File: config.mk
export PLATFORM = sky130hd
export DESIGN_NAME = piecewise_linear_interpolator
export DESIGN_NICKNAME = d
export VERILOG_FILES = /design/src/pwli_pkg.sv /design/src/pwli_ram.sv /design/src/pwli_div.sv /design/src/pwli_datapath.sv /design/src/pwli_ctrl.sv /design/src/piecewise_linear_interpolator.sv
export SDC_FILE = /design/constraint.sdc
export NUM_CORES = 2
export LEC_CHECK = 0
export BUFFER_PORTS_ARGS = -buffer_cell sky130_fd_sc_hd__buf_2
export CORE_ASPECT_RATIO = 0.7
export CORE_MARGIN = 2
export CORE_UTILIZATION = 30
export CTS_BUF_LIST = sky130_fd_sc_hd__clkbuf_8
export DETAILED_ROUTE_END_ITERATION = 10
export REMOVE_ABC_BUFFERS = 1
export SYNTH_ARGS = -nofsm -noshare
export SYNTH_HDL_FRONTEND = slang
export SYNTH_SLANG_ARGS = --single-unit
File: constraint.sdc
create_clock -name aclk -period 6.9 [get_ports aclk]
set_clock_uncertainty 0.15 [all_clocks]
set_input_delay 1.035 -clock aclk [delete_from_list [all_inputs] [get_ports aclk]]
set_output_delay 1.035 -clock aclk [all_outputs]
set_load 0.05 [all_outputs]
File: src/pwli_pkg.sv
// ----------------------------------------------------------------------------
// pwli_pkg: shared definitions for the piecewise linear interpolator
// Item kinds, fixed field widths, calibration reset values and the
// command and status structures between the controller and the datapath.
// ----------------------------------------------------------------------------
package pwli_pkg;

    // Table depth used when the top level is not told otherwise.
    localparam int DEFAULT_POINTS = 8;
    // Widest table index that the calibration reset functions support.
    localparam int MAX_IDX_W = 6;

    // Field widths.
    localparam int KIND_W  = 2;
    localparam int PIDX_W  = 3;
    localparam int SPEED_W = 17;
    localparam int VOLT_W  = 14;
    localparam int QUERY_W = 24;
    localparam int WORD_W  = SPEED_W + VOLT_W;

    // Interpolation arithmetic widths.
    localparam int DIFF_W = SPEED_W + 1;            // y1 - y0, x1 - x0
    localparam int DQ_W   = QUERY_W + 1;            // q - x0
    localparam int PROD_W = DIFF_W + DQ_W;          // (y1 - y0) * (q - x0)
    localparam int DIV_N_W = PROD_W - 1;            // dividend magnitude
    localparam int DIV_D_W = SPEED_W;               // divisor magnitude
    localparam int DIV_STEPS = DIV_N_W / 2;         // two quotient bits a cycle
    localparam int SUM_W = PROD_W + 1;

    // Output range limits.
    localparam logic signed [SUM_W-1:0] OUT_MAX = SUM_W'(64'sd8388607);
    localparam logic signed [SUM_W-1:0] OUT_MIN = SUM_W'(-64'sd8388608);

    // Item kinds.
    typedef enum logic [KIND_W-1:0] {
        KIND_LOAD = 2'd0,
        KIND_V2S  = 2'd1,
        KIND_S2V  = 2'd2,
        KIND_NONE = 2'd3
    } kind_t;

    // Calibration points after reset: rpm and millivolts.
    localparam logic [12:0] INIT_RPM [8] = '{
        13'd1615, 13'd1966, 13'd2306, 13'd2646,
        13'd3054, 13'd3416, 13'd3751, 13'd4141
    };
    localparam logic [VOLT_W-1:0] INIT_MV [8] = '{
        14'd5000, 14'd6000, 14'd7000, 14'd8000,
        14'd9000, 14'd10000, 14'd11000, 14'd12000
    };

    // Reset speed of a table point in 1/16 rpm; points past the eighth are zero.
    function automatic logic [SPEED_W-1:0] init_speed(input logic [MAX_IDX_W-1:0] idx);
        logic [SPEED_W-1:0] value;
        value = '0;
        if (idx < MAX_IDX_W'(8)) begin
            value = {INIT_RPM[idx[2:0]], 4'b0000};
        end
        return value;
    endfunction

    // Reset voltage of a table point in millivolts.
    function automatic logic [VOLT_W-1:0] init_volt(input logic [MAX_IDX_W-1:0] idx);
        logic [VOLT_W-1:0] value;
        value = '0;
        if (idx < MAX_IDX_W'(8)) begin
            value = INIT_MV[idx[2:0]];
        end
        return value;
    endfunction

    // Commands from the controller to the datapath.
    typedef struct packed {
        logic accept;     // capture the input transaction
        logic write;      // write the loaded point
        logic rd_first;   // read point 0
        logic cap_lo;     // take point 0 as lower breakpoint, read point 1
        logic search;     // test the upper breakpoint, advance or settle
        logic sub;        // form the differences
        logic mul;        // form the product
        logic div_start;  // start the divider
        logic finish;     // add, saturate and load the output register
    } cmd_t;

    // Status from the datapath to the controller.
    typedef struct packed {
        logic advance;     // the search moves to the next segment
        logic degenerate;  // the chosen segment has equal breakpoints
        logic div_done;    // quotient ready
        logic out_free;    // output register can take a result
    } status_t;

endpackage

File: src/pwli_ram.sv
// ----------------------------------------------------------------------------
// pwli_ram: generic single write port RAM with registered read
// One write and one read address per cycle; read data appears next cycle.
// ----------------------------------------------------------------------------
module pwli_ram #(
    parameter int WIDTH = 8,
    parameter int DEPTH = 8
) (
    input  logic                     aclk,
    input  logic                     we,
    input  logic [$clog2(DEPTH)-1:0] waddr,
    input  logic [WIDTH-1:0]         wdata,
    input  logic                     re,
    input  logic [$clog2(DEPTH)-1:0] raddr,
    output logic [WIDTH-1:0]         rdata
);

    logic [WIDTH-1:0] mem_reg [DEPTH];
    logic [WIDTH-1:0] rdata_reg;

    // Write port and registered read port.
    always_ff @(posedge aclk) begin
        if (we) begin
            mem_reg[waddr] <= wdata;
        end
        if (re) begin
            rdata_reg <= mem_reg[raddr];
        end
    end

    assign rdata = rdata_reg;

endmodule

File: src/pwli_div.sv
// ----------------------------------------------------------------------------
// pwli_div: iterative unsigned divider
// Restoring division that retires two quotient bits per cycle.
// ----------------------------------------------------------------------------
module pwli_div (
    input  logic                             aclk,
    input  logic                             aresetn,
    input  logic                             start,
    input  logic [pwli_pkg::DIV_N_W-1:0]     dividend,
    input  logic [pwli_pkg::DIV_D_W-1:0]     divisor,
    output logic                             done,
    output logic [pwli_pkg::DIV_N_W-1:0]     quotient
);

    import pwli_pkg::*;

    localparam int CNT_W = $clog2(DIV_STEPS + 1);

    logic [CNT_W-1:0]   cnt_reg;
    logic               done_reg;
    logic [DIV_N_W-1:0] quo_reg;
    logic [DIV_D_W-1:0] rem_reg;
    logic [DIV_D_W-1:0] dsr_reg;

    logic [DIV_D_W:0]   r1;
    logic [DIV_D_W:0]   r1s;
    logic [DIV_D_W:0]   r2;
    logic [DIV_D_W:0]   r2s;
    logic               b1;
    logic               b2;

    // Two restoring steps: shift in a dividend bit, subtract if it fits.
    always_comb begin
        r1  = {rem_reg, quo_reg[DIV_N_W-1]};
        b1  = (r1 >= {1'b0, dsr_reg});
        r1s = b1 ? (r1 - {1'b0, dsr_reg}) : r1;
        r2  = {r1s[DIV_D_W-1:0], quo_reg[DIV_N_W-2]};
        b2  = (r2 >= {1'b0, dsr_reg});
        r2s = b2 ? (r2 - {1'b0, dsr_reg}) : r2;
    end

    // Step counter and done pulse.
    always_ff @(posedge aclk) begin
        if (!aresetn) begin
            cnt_reg  <= '0;
            done_reg <= 1'b0;
        end else begin
            done_reg <= 1'b0;
            if (start) begin
                cnt_reg <= CNT_W'(DIV_STEPS);
            end else if (cnt_reg != '0) begin
                cnt_reg <= cnt_reg - CNT_W'(1);
                if (cnt_reg == CNT_W'(1)) begin
                    done_reg <= 1'b1;
                end
            end
        end
    end

    // Dividend bits leave at the top while quotient bits enter at the bottom.
    always_ff @(posedge aclk) begin
        if (start) begin
            quo_reg <= dividend;
            rem_reg <= '0;
            dsr_reg <= divisor;
        end else if (cnt_reg != '0) begin
            quo_reg <= {quo_reg[DIV_N_W-3:0], b1, b2};
            rem_reg <= r2s[DIV_D_W-1:0];
        end
    end

    assign done     = done_reg;
    assign quotient = quo_reg;

endmodule

File: src/pwli_datapath.sv
// ----------------------------------------------------------------------------
// pwli_datapath: table storage, segment search and interpolation arithmetic
// Holds the calibration table, the breakpoint registers, the multiplier,
// the divider and the output register.
// ----------------------------------------------------------------------------
module pwli_datapath #(
    parameter int POINTS = pwli_pkg::DEFAULT_POINTS
) (
    input  logic                               aclk,
    input  logic                               aresetn,
    input  pwli_pkg::cmd_t                     cmd,
    output pwli_pkg::status_t                  status,
    input  logic [pwli_pkg::KIND_W-1:0]        s_kind,
    input  logic [pwli_pkg::PIDX_W-1:0]        s_point_index,
    input  logic [pwli_pkg::SPEED_W-1:0]       s_point_speed,
    input  logic [pwli_pkg::VOLT_W-1:0]        s_point_voltage,
    input  logic signed [pwli_pkg::QUERY_W-1:0] s_query_value,
    output logic                               m_valid,
    input  logic                               m_ready,
    output logic signed [pwli_pkg::QUERY_W-1:0] m_result_value,
    output logic                               m_saturated,
    output logic                               m_degenerate_segment
);

    import pwli_pkg::*;

    localparam int IDX_W = $clog2(POINTS);
    localparam logic [IDX_W:0] LAST_SEG = (IDX_W + 1)'(POINTS - 2);
    localparam logic [6:0]     POINTS_7 = 7'(POINTS);

    // Captured transaction.
    kind_t                     kind_reg;
    logic [PIDX_W-1:0]         idx_reg;
    logic [SPEED_W-1:0]        speed_reg;
    logic [VOLT_W-1:0]         volt_reg;
    logic signed [QUERY_W-1:0] q_reg;

    // Table access.
    logic [POINTS-1:0]  valid_reg;
    logic               rd_valid_reg;
    logic [IDX_W-1:0]   rd_addr_reg;
    logic [IDX_W-1:0]   seg_reg;
    logic [IDX_W:0]     seg_p2;
    logic               re;
    logic [IDX_W-1:0]   raddr;
    logic [6:0]         idx_ext;
    logic               in_range;
    logic [WORD_W-1:0]  ram_q;
    logic [MAX_IDX_W-1:0] rd_addr_ext;
    logic [SPEED_W-1:0] rd_speed;
    logic [VOLT_W-1:0]  rd_volt;
    logic [SPEED_W-1:0] rd_x;
    logic [SPEED_W-1:0] rd_y;
    logic               advance;

    // Breakpoints and arithmetic.
    logic [SPEED_W-1:0]        x0_reg;
    logic [SPEED_W-1:0]        y0_reg;
    logic [SPEED_W-1:0]        x1_reg;
    logic [SPEED_W-1:0]        y1_reg;
    logic signed [DIFF_W-1:0]  dx_reg;
    logic signed [DIFF_W-1:0]  dy_reg;
    logic signed [DQ_W-1:0]    dq_reg;
    logic signed [PROD_W-1:0]  prod_reg;
    logic                      neg_reg;
    logic [PROD_W-1:0]         prod_mag;
    logic [DIFF_W-1:0]         dx_mag;
    logic                      div_done;
    logic [DIV_N_W-1:0]        div_quo;
    logic signed [PROD_W-1:0]  quo_signed;
    logic signed [SUM_W-1:0]   sum;

    // Output register.
    logic                      m_valid_reg;
    logic signed [QUERY_W-1:0] result_reg;
    logic                      sat_reg;
    logic                      degen_reg;

    // Capture the accepted transaction.
    always_ff @(posedge aclk) begin
        if (cmd.accept) begin
            kind_reg  <= kind_t'(s_kind);
            idx_reg   <= s_point_index;
            speed_reg <= s_point_speed;
            volt_reg  <= s_point_voltage;
            q_reg     <= s_query_value;
        end
    end

    // Load writes only indexes inside the table.
    assign idx_ext  = 7'(idx_reg);
    assign in_range = (idx_ext < POINTS_7);

    // Read address: point 0, point 1, then the next upper breakpoint.
    assign seg_p2 = {1'b0, seg_reg} + (IDX_W + 1)'(2);
    always_comb begin
        re    = cmd.rd_first | cmd.cap_lo | (cmd.search & advance);
        raddr = '0;
        if (cmd.cap_lo) begin
            raddr = IDX_W'(1);
        end else if (cmd.search) begin
            raddr = seg_p2[IDX_W-1:0];
        end
    end

    pwli_ram #(
        .WIDTH (WORD_W),
        .DEPTH (POINTS)
    ) u_table (
        .aclk  (aclk),
        .we    (cmd.write & in_range),
        .waddr (idx_ext[IDX_W-1:0]),
        .wdata ({speed_reg, volt_reg}),
        .re    (re),
        .raddr (raddr),
        .rdata (ram_q)
    );

    // Entry valid bits; an entry never loaded reads as its calibration value.
    always_ff @(posedge aclk) begin
        if (!aresetn) begin
            valid_reg <= '0;
        end else if (cmd.write && in_range) begin
            valid_reg[idx_ext[IDX_W-1:0]] <= 1'b1;
        end
    end

    always_ff @(posedge aclk) begin
        if (re) begin
            rd_valid_reg <= valid_reg[raddr];
            rd_addr_reg  <= raddr;
        end
    end

    assign rd_addr_ext = MAX_IDX_W'(rd_addr_reg);
    assign rd_speed = rd_valid_reg ? ram_q[WORD_W-1:VOLT_W] : init_speed(rd_addr_ext);
    assign rd_volt  = rd_valid_reg ? ram_q[VOLT_W-1:0]      : init_volt(rd_addr_ext);

    // Voltage to speed searches the voltages; speed to voltage the speeds.
    always_comb begin
        if (kind_reg == KIND_V2S) begin
            rd_x = SPEED_W'(rd_volt);
            rd_y = rd_speed;
        end else begin
            rd_x = rd_speed;
            rd_y = SPEED_W'(rd_volt);
        end
    end

    // Move up while not at the last segment and the upper breakpoint is below q.
    assign advance = ({1'b0, seg_reg} < LAST_SEG) &&
                     ($signed({1'b0, rd_x}) < DQ_W'(q_reg));

    // Segment search registers.
    always_ff @(posedge aclk) begin
        if (cmd.rd_first) begin
            seg_reg <= '0;
        end
        if (cmd.cap_lo) begin
            x0_reg <= rd_x;
            y0_reg <= rd_y;
        end
        if (cmd.search) begin
            if (advance) begin
                x0_reg  <= rd_x;
                y0_reg  <= rd_y;
                seg_reg <= seg_reg + IDX_W'(1);
            end else begin
                x1_reg <= rd_x;
                y1_reg <= rd_y;
            end
        end
    end

    // Differences, then the product.
    always_ff @(posedge aclk) begin
        if (cmd.sub) begin
            dx_reg <= $signed({1'b0, x1_reg}) - $signed({1'b0, x0_reg});
            dy_reg <= $signed({1'b0, y1_reg}) - $signed({1'b0, y0_reg});
            dq_reg <= DQ_W'(q_reg) - $signed(DQ_W'({1'b0, x0_reg}));
        end
        if (cmd.mul) begin
            prod_reg <= PROD_W'(dy_reg) * PROD_W'(dq_reg);
        end
        if (cmd.div_start) begin
            neg_reg <= prod_reg[PROD_W-1] ^ dx_reg[DIFF_W-1];
        end
    end

    // Divide magnitudes; the sign is applied afterwards, truncating toward zero.
    assign prod_mag = prod_reg[PROD_W-1] ? (-prod_reg) : prod_reg;
    assign dx_mag   = dx_reg[DIFF_W-1] ? (-dx_reg) : dx_reg;

    pwli_div u_div (
        .aclk     (aclk),
        .aresetn  (aresetn),
        .start    (cmd.div_start),
        .dividend (prod_mag[DIV_N_W-1:0]),
        .divisor  (dx_mag[DIV_D_W-1:0]),
        .done     (div_done),
        .quotient (div_quo)
    );

    assign quo_signed = neg_reg ? -$signed({1'b0, div_quo}) : $signed({1'b0, div_quo});
    assign sum = $signed(SUM_W'({1'b0, y0_reg})) + SUM_W'(quo_signed);

    // Output register with saturation and the degenerate segment case.
    always_ff @(posedge aclk) begin
        if (!aresetn) begin
            m_valid_reg <= 1'b0;
        end else if (cmd.finish) begin
            m_valid_reg <= 1'b1;
        end else if (m_ready) begin
            m_valid_reg <= 1'b0;
        end
    end

    always_ff @(posedge aclk) begin
        if (cmd.finish) begin
            degen_reg <= 1'b0;
            sat_reg   <= 1'b0;
            if (dx_reg == '0) begin
                result_reg <= '0;
                degen_reg  <= 1'b1;
            end else if (sum > OUT_MAX) begin
                result_reg <= OUT_MAX[QUERY_W-1:0];
                sat_reg    <= 1'b1;
            end else if (sum < OUT_MIN) begin
                result_reg <= OUT_MIN[QUERY_W-1:0];
                sat_reg    <= 1'b1;
            end else begin
                result_reg <= sum[QUERY_W-1:0];
            end
        end
    end

    assign status.advance    = advance;
    assign status.degenerate = (dx_reg == '0);
    assign status.div_done   = div_done;
    assign status.out_free   = !m_valid_reg || m_ready;

    assign m_valid              = m_valid_reg;
    assign m_result_value       = result_reg;
    assign m_saturated          = sat_reg;
    assign m_degenerate_segment = degen_reg;

endmodule

File: src/pwli_ctrl.sv
// ----------------------------------------------------------------------------
// pwli_ctrl: sequencing controller
// Steps one transaction at a time through load, search, multiply, divide
// and output, issuing commands to the datapath.
// ----------------------------------------------------------------------------
module pwli_ctrl (
    input  logic                        aclk,
    input  logic                        aresetn,
    input  logic                        s_valid,
    output logic                        s_ready,
    input  logic [pwli_pkg::KIND_W-1:0] s_kind,
    output pwli_pkg::cmd_t              cmd,
    input  pwli_pkg::status_t           status
);

    import pwli_pkg::*;

    typedef enum logic [3:0] {
        ST_IDLE,
        ST_LOAD,
        ST_RD_LO,
        ST_RD_HI,
        ST_SEARCH,
        ST_SUB,
        ST_MUL,
        ST_DIV_START,
        ST_DIV,
        ST_FIN
    } state_t;

    state_t state_reg;
    state_t state_next;
    logic   accept;

    assign s_ready = (state_reg == ST_IDLE);
    assign accept  = s_valid && s_ready;

    // Next state and commands decoded from the current state.
    always_comb begin
        state_next = state_reg;
        cmd        = '0;
        case (state_reg)
            ST_IDLE: begin
                cmd.accept = accept;
                if (accept) begin
                    case (kind_t'(s_kind))
                        KIND_LOAD: state_next = ST_LOAD;
                        KIND_V2S:  state_next = ST_RD_LO;
                        KIND_S2V:  state_next = ST_RD_LO;
                        default:   state_next = ST_IDLE;
                    endcase
                end
            end
            ST_LOAD: begin
                cmd.write  = 1'b1;
                state_next = ST_IDLE;
            end
            ST_RD_LO: begin
                cmd.rd_first = 1'b1;
                state_next   = ST_RD_HI;
            end
            ST_RD_HI: begin
                cmd.cap_lo = 1'b1;
                state_next = ST_SEARCH;
            end
            ST_SEARCH: begin
                cmd.search = 1'b1;
                if (!status.advance) begin
                    state_next = ST_SUB;
                end
            end
            ST_SUB: begin
                cmd.sub    = 1'b1;
                state_next = ST_MUL;
            end
            ST_MUL: begin
                cmd.mul    = 1'b1;
                state_next = status.degenerate ? ST_FIN : ST_DIV_START;
            end
            ST_DIV_START: begin
                cmd.div_start = 1'b1;
                state_next    = ST_DIV;
            end
            ST_DIV: begin
                if (status.div_done) begin
                    state_next = ST_FIN;
                end
            end
            ST_FIN: begin
                if (status.out_free) begin
                    cmd.finish = 1'b1;
                    state_next = ST_IDLE;
                end
            end
            default: begin
                state_next = ST_IDLE;
            end
        endcase
    end

    // State register.
    always_ff @(posedge aclk) begin
        if (!aresetn) begin
            state_reg <= ST_IDLE;
        end else begin
            state_reg <= state_next;
        end
    end

endmodule

File: src/piecewise_linear_interpolator.sv
// ----------------------------------------------------------------------------
// piecewise_linear_interpolator: calibration table lookup with interpolation
// Converts between voltage and speed over a loadable table of breakpoints.
// ----------------------------------------------------------------------------
// A load transaction writes one speed/voltage point. A query transaction
// walks the segments from the bottom of the table, one table read per segment
// passed, then forms (y1 - y0) * (q - x0) and divides it by (x1 - x0) in a
// divider that retires two quotient bits per cycle over a 42-bit dividend.
// A query passes 0 to POINTS - 2 segments; a query on a segment with equal
// breakpoints skips the divider. The input accepts a new transaction as soon
// as the previous result has moved into the output register, so a waiting
// result does not hold off the next transaction. After reset the table holds
// the factory calibration points; no clearing pass is needed.
// ----------------------------------------------------------------------------
module piecewise_linear_interpolator #(
    parameter int POINTS = pwli_pkg::DEFAULT_POINTS
) (
    input  logic                                aclk,
    input  logic                                aresetn,
    input  logic                                s_valid,
    output logic                                s_ready,
    input  logic [pwli_pkg::KIND_W-1:0]         s_kind,
    input  logic [pwli_pkg::PIDX_W-1:0]         s_point_index,
    input  logic [pwli_pkg::SPEED_W-1:0]        s_point_speed,
    input  logic [pwli_pkg::VOLT_W-1:0]         s_point_voltage,
    input  logic signed [pwli_pkg::QUERY_W-1:0] s_query_value,
    output logic                                m_valid,
    input  logic                                m_ready,
    output logic signed [pwli_pkg::QUERY_W-1:0] m_result_value,
    output logic                                m_saturated,
    output logic                                m_degenerate_segment
);

    import pwli_pkg::*;

    cmd_t    cmd;
    status_t status;

    // Sequencing.
    pwli_ctrl u_ctrl (
        .aclk    (aclk),
        .aresetn (aresetn),
        .s_valid (s_valid),
        .s_ready (s_ready),
        .s_kind  (s_kind),
        .cmd     (cmd),
        .status  (status)
    );

    // Table, arithmetic and output register.
    pwli_datapath #(
        .POINTS (POINTS)
    ) u_datapath (
        .aclk                 (aclk),
        .aresetn              (aresetn),
        .cmd                  (cmd),
        .status               (status),
        .s_kind               (s_kind),
        .s_point_index        (s_point_index),
        .s_point_speed        (s_point_speed),
        .s_point_voltage      (s_point_voltage),
        .s_query_value        (s_query_value),
        .m_valid              (m_valid),
        .m_ready              (m_ready),
        .m_result_value       (m_result_value),
        .m_saturated          (m_saturated),
        .m_degenerate_segment (m_degenerate_segment)
    );

endmodule

==> impl_metrics.env <==
export IMPL_outcome="finished, violations left"
export IMPL_violations="setup timing"
export IMPL_hold_path_end="u_datapath.q_reg[23]$_DFFE_PP_"
export IMPL_fillerInstances=15756
export IMPL_final_cells=6787
export IMPL_max_freq_ghz=0.145
export IMPL_clock_path_buffers=3
export IMPL_cell_internal_pwr_mw=9.45
export IMPL_start_util=0.301
export IMPL_first_pass_iters=7
export IMPL_cts_sinks=640
export IMPL_vias=31807
export IMPL_rrSetupSlack_ns=-0.008
export IMPL_dp_hpwl_um=92200
export IMPL_rr_startpoint="u_datapath.dy_reg[8]$_DFFE_PP_"
export IMPL_peakVddDrop_v=0.000212
export IMPL_crit_required_ns=7.37
export IMPL_nets=5341
export IMPL_period_share=1.00
export IMPL_yosysWarnings=0
export IMPL_cts_hold_buf=0
export IMPL_p_leak_nw=22.2
export IMPL_min_path_type="in2reg"
export IMPL_cts_max_level=3
export IMPL_path_buf_inv=5
export IMPL_power_frac_clock=0.224
export IMPL_rsz0062_at_grt="yes"
export IMPL_cp_max_fo=4
export IMPL_power_frac_seq=0.361
export IMPL_die_y_um=337
export IMPL_grt_max_degree=87
export IMPL_critPathCaptureType="register"
export IMPL_crit_path_max_incr_delay_ns=0.55
export IMPL_setup_violations=1
export IMPL_layout_commonest_cell="inv_1"
export IMPL_cts_inserted_buffers=99
export IMPL_switching_share=0.386
export IMPL_reg2regPathDepth=24
export IMPL_grt_pass1_wl_um=184000
export IMPL_cp_top_family="adder cells"
export IMPL_synth_area_um2=47500
export IMPL_crit_path_start_kind="register"
export IMPL_cp_common_cell="fa_1"
export IMPL_drt_wl_total_um=118000
export IMPL_syn2layout_area_growth_pct=13.4
export IMPL_power_density_nw_per_um2=285
export IMPL_slew_headroom=0.280
export IMPL_synth_edf_count=567
export IMPL_gp_congestion=0.906
export IMPL_r2r_end="u_datapath.prod_reg[42]$_DFFE_PN_"
export IMPL_combPwrFrac=0.415
export IMPL_fin_crit_ns=6.91
export IMPL_grt_pass1_vias=31544
export IMPL_cts_tree="done"
export IMPL_whs_path_depth=1
export IMPL_track_usage=0.146
export IMPL_cp_slowest_cell="fa_2"
export IMPL_critical_path_class="reg2reg"
export IMPL_clkTransAtPathRegs_ns=0.07
export IMPL_numPortBuffers=91
export IMPL_switching_power_mw=5.93
export IMPL_setup_ws_ns=-0.00820
export IMPL_path_cells="buf_4 > and2_4 > fa_1 > inv_2 > fa_1 > fa_2 > inv_2 > fa_1 > fa_1 > inv_1 > fa_1 > inv_2 > ha_4 > and2_4 > a221o_1 > a31oi_2 > a21oi_2 > a21o_1 > a41o_1 > a211o_1 > nor3_2 > o21ai_2 > a2111o_1 > nand3_1"
export IMPL_syn_area_per_cell_um2=10.9
export IMPL_wl_per_cell_um=17.4
export IMPL_tightestPinTransition_ns=1.08
export IMPL_hold_start="s_query_value[23]"
export IMPL_drive_gt1_frac=0.134
export IMPL_antenna_left=0
export IMPL_ios=92
export IMPL_drv_cap=0
export IMPL_grt_overflow_total=0
export IMPL_largest_reg_flops=248
export IMPL_syn_inst=4379
export IMPL_drc=0
export IMPL_ys_ff_latch=640
export IMPL_cts_root_buffer="clkbuf_8"
export IMPL_insertion_delay_ns=0.79
export IMPL_hold_viol_final=0
export IMPL_fin_tns_setup_ns=-0.00820
export IMPL_synthFlopType="edfxtp_1"
export IMPL_drv_slew=0
export IMPL_drt_iter0_markers=2448
export IMPL_rows=122
export IMPL_antenna_found_initial=11
export IMPL_place_area_um2=51500
export IMPL_via_per_inst=4.69
export IMPL_synth_async_reset_ratio=0
export IMPL_core_area_um2=158000
export IMPL_crit_arrival_ns=7.38
export IMPL_stdcell_area_um2=53900
export IMPL_die_area_um2=162000
export IMPL_yosysSeqAreaShare=0.389
export IMPL_dp_cells=6588
export IMPL_yosysUniqueCellTypes=84
export IMPL_final_cell_mix="689 x inv_1, 572 x nand2_1, 567 x edfxtp_1"
export IMPL_utilization=0.342
export IMPL_die_x_um=480
-- power groups by stage --
stage | combinational [mW] | clock, mW | sequential (mW)
floorplan | 4.42 | 0 | 5.30
global placement | 6.07 | 0 | 5.58
detailed placement | 6.17 | 0 | 5.60
CTS | 6.23 | 3.56 | 5.52
global route | 7.13 | 3.71 | 5.61
finish | 6.38 | 3.45 | 5.56
-- stage by stage --
step	total power [mW]	setup WS, ns	hold slack, ns
3_3_place_gp	11.7	-0.0811	0.293
6_report	15.4	-0.00820	0.262
2_1_floorplan	9.73	-0.416	0.285
5_1_grt	16.4	-0.185	0.188
4_1_cts	15.3	-0.0185	0.156
3_5_place_dp	11.8	-0.0873	0.302
-- worst max path at each step --
stage                                       startpoint                                  endpoint  slack, ns  cells past startpoint
2_1_floorplan  u_datapath.u_div.quotient[41]$_DFFE_PP_  u_datapath.u_div.rem_reg[4]$_SDFFE_PP0N_      -0.42                     26
3_3_place_gp            u_datapath.dy_reg[8]$_DFFE_PP_         u_datapath.prod_reg[42]$_DFFE_PN_      -0.08                     23
3_5_place_dp            u_datapath.dy_reg[8]$_DFFE_PP_         u_datapath.prod_reg[42]$_DFFE_PN_      -0.09                     23
4_1_cts                 u_datapath.dy_reg[8]$_DFFE_PP_         u_datapath.prod_reg[42]$_DFFE_PN_      -0.02                     26
5_1_grt                 u_datapath.dy_reg[8]$_DFFE_PP_         u_datapath.prod_reg[38]$_DFFE_PN_      -0.18                     24
6_report                u_datapath.dy_reg[8]$_DFFE_PP_         u_datapath.prod_reg[42]$_DFFE_PN_     -0.008                     24
-- worst reg2reg max path, stage by stage (launching register included) --
cell and delay (ns):
edfxtp_1 0.47, buf_4 0.17, and2_4 0.15, fa_1 0.52
inv_2 0.04, fa_1 0.52, fa_2 0.56, inv_2 0.04
fa_1 0.50, fa_1 0.51, inv_1 0.06, fa_1 0.53
inv_2 0.05, ha_4 0.21, and2_4 0.13, a221o_1 0.33
a31oi_2 0.20, a21oi_2 0.09, a21o_1 0.19, a41o_1 0.25
a211o_1 0.35, nor3_2 0.15, o21ai_2 0.08, a2111o_1 0.41
nand3_1 0.09
-- cells by family (layout without fill, tap and decap cells) --
family / Yosys count / in the layout / share of synthesized area
AND/OR/NAND/NOR: 1267 / 1267 / 0.127
buffers and inverters: 831 / 1125 / 0.0662
adder cells (fa/ha/maj): 685 / 685 / 0.251
flip-flops: 640 / 640 / 0.389
AO/OA/AOI/OAI: 599 / 599 / 0.0791
XOR/XNOR: 225 / 225 / 0.0415
multiplexers: 132 / 132 / 0.0458
other: 0 / 6 / 0
-- metal layers --
| metal | GRT usage | up-vias | share of wire |
|---|---|---|---|
| li1 | - | 15130 | - |
| met1 | 0.224 | 15548 | 0.50 |
| met5 | 0.0100 | - | 0.0021 |
| met4 | 0.0334 | 6 | 0.018 |
| met2 | 0.191 | 990 | 0.38 |
| met3 | 0.0527 | 133 | 0.10 |
-- cells in the mapped netlist (56+ instances only) --
cell type  count  area share
nand2_1      575       0.045
a21oi_1      120       0.013
dfxtp_1       73       0.031
clkbuf_1     145       0.011
xor2_1        89       0.016
and2_1       167       0.022
edfxtp_1     567        0.36
mux4_2        64       0.030
nor3_1        56      0.0059
nor2_1       176       0.014
o21ai_0      199       0.021
inv_1        665       0.053
ha_1         238       0.063
xnor2_1      136       0.025
fa_1         447        0.19
-- cell type report --
type | count | area [um^2] | share of cell area
multi-input combinational | 2908 | 26200 | 0.486
clock inverter | 79 | 712 | 0.0132
clock buffer | 103 | 1420 | 0.0263
tap | 2108 | 2640 | 0.0489
antenna | 6 | 15.0 | 0.000279
timing repair buffer | 276 | 1920 | 0.0356
sequential | 640 | 18500 | 0.343
inverter | 667 | 2510 | 0.0465
-- timing repair --
item | 4_1_cts | 5_1_grt
resized for setup | 10 | 59
pin swaps | 3 | 27
setup endpoints to repair | 11 | 32
setup buffers | 0 | 11
(Power assumes the default switching activity.)
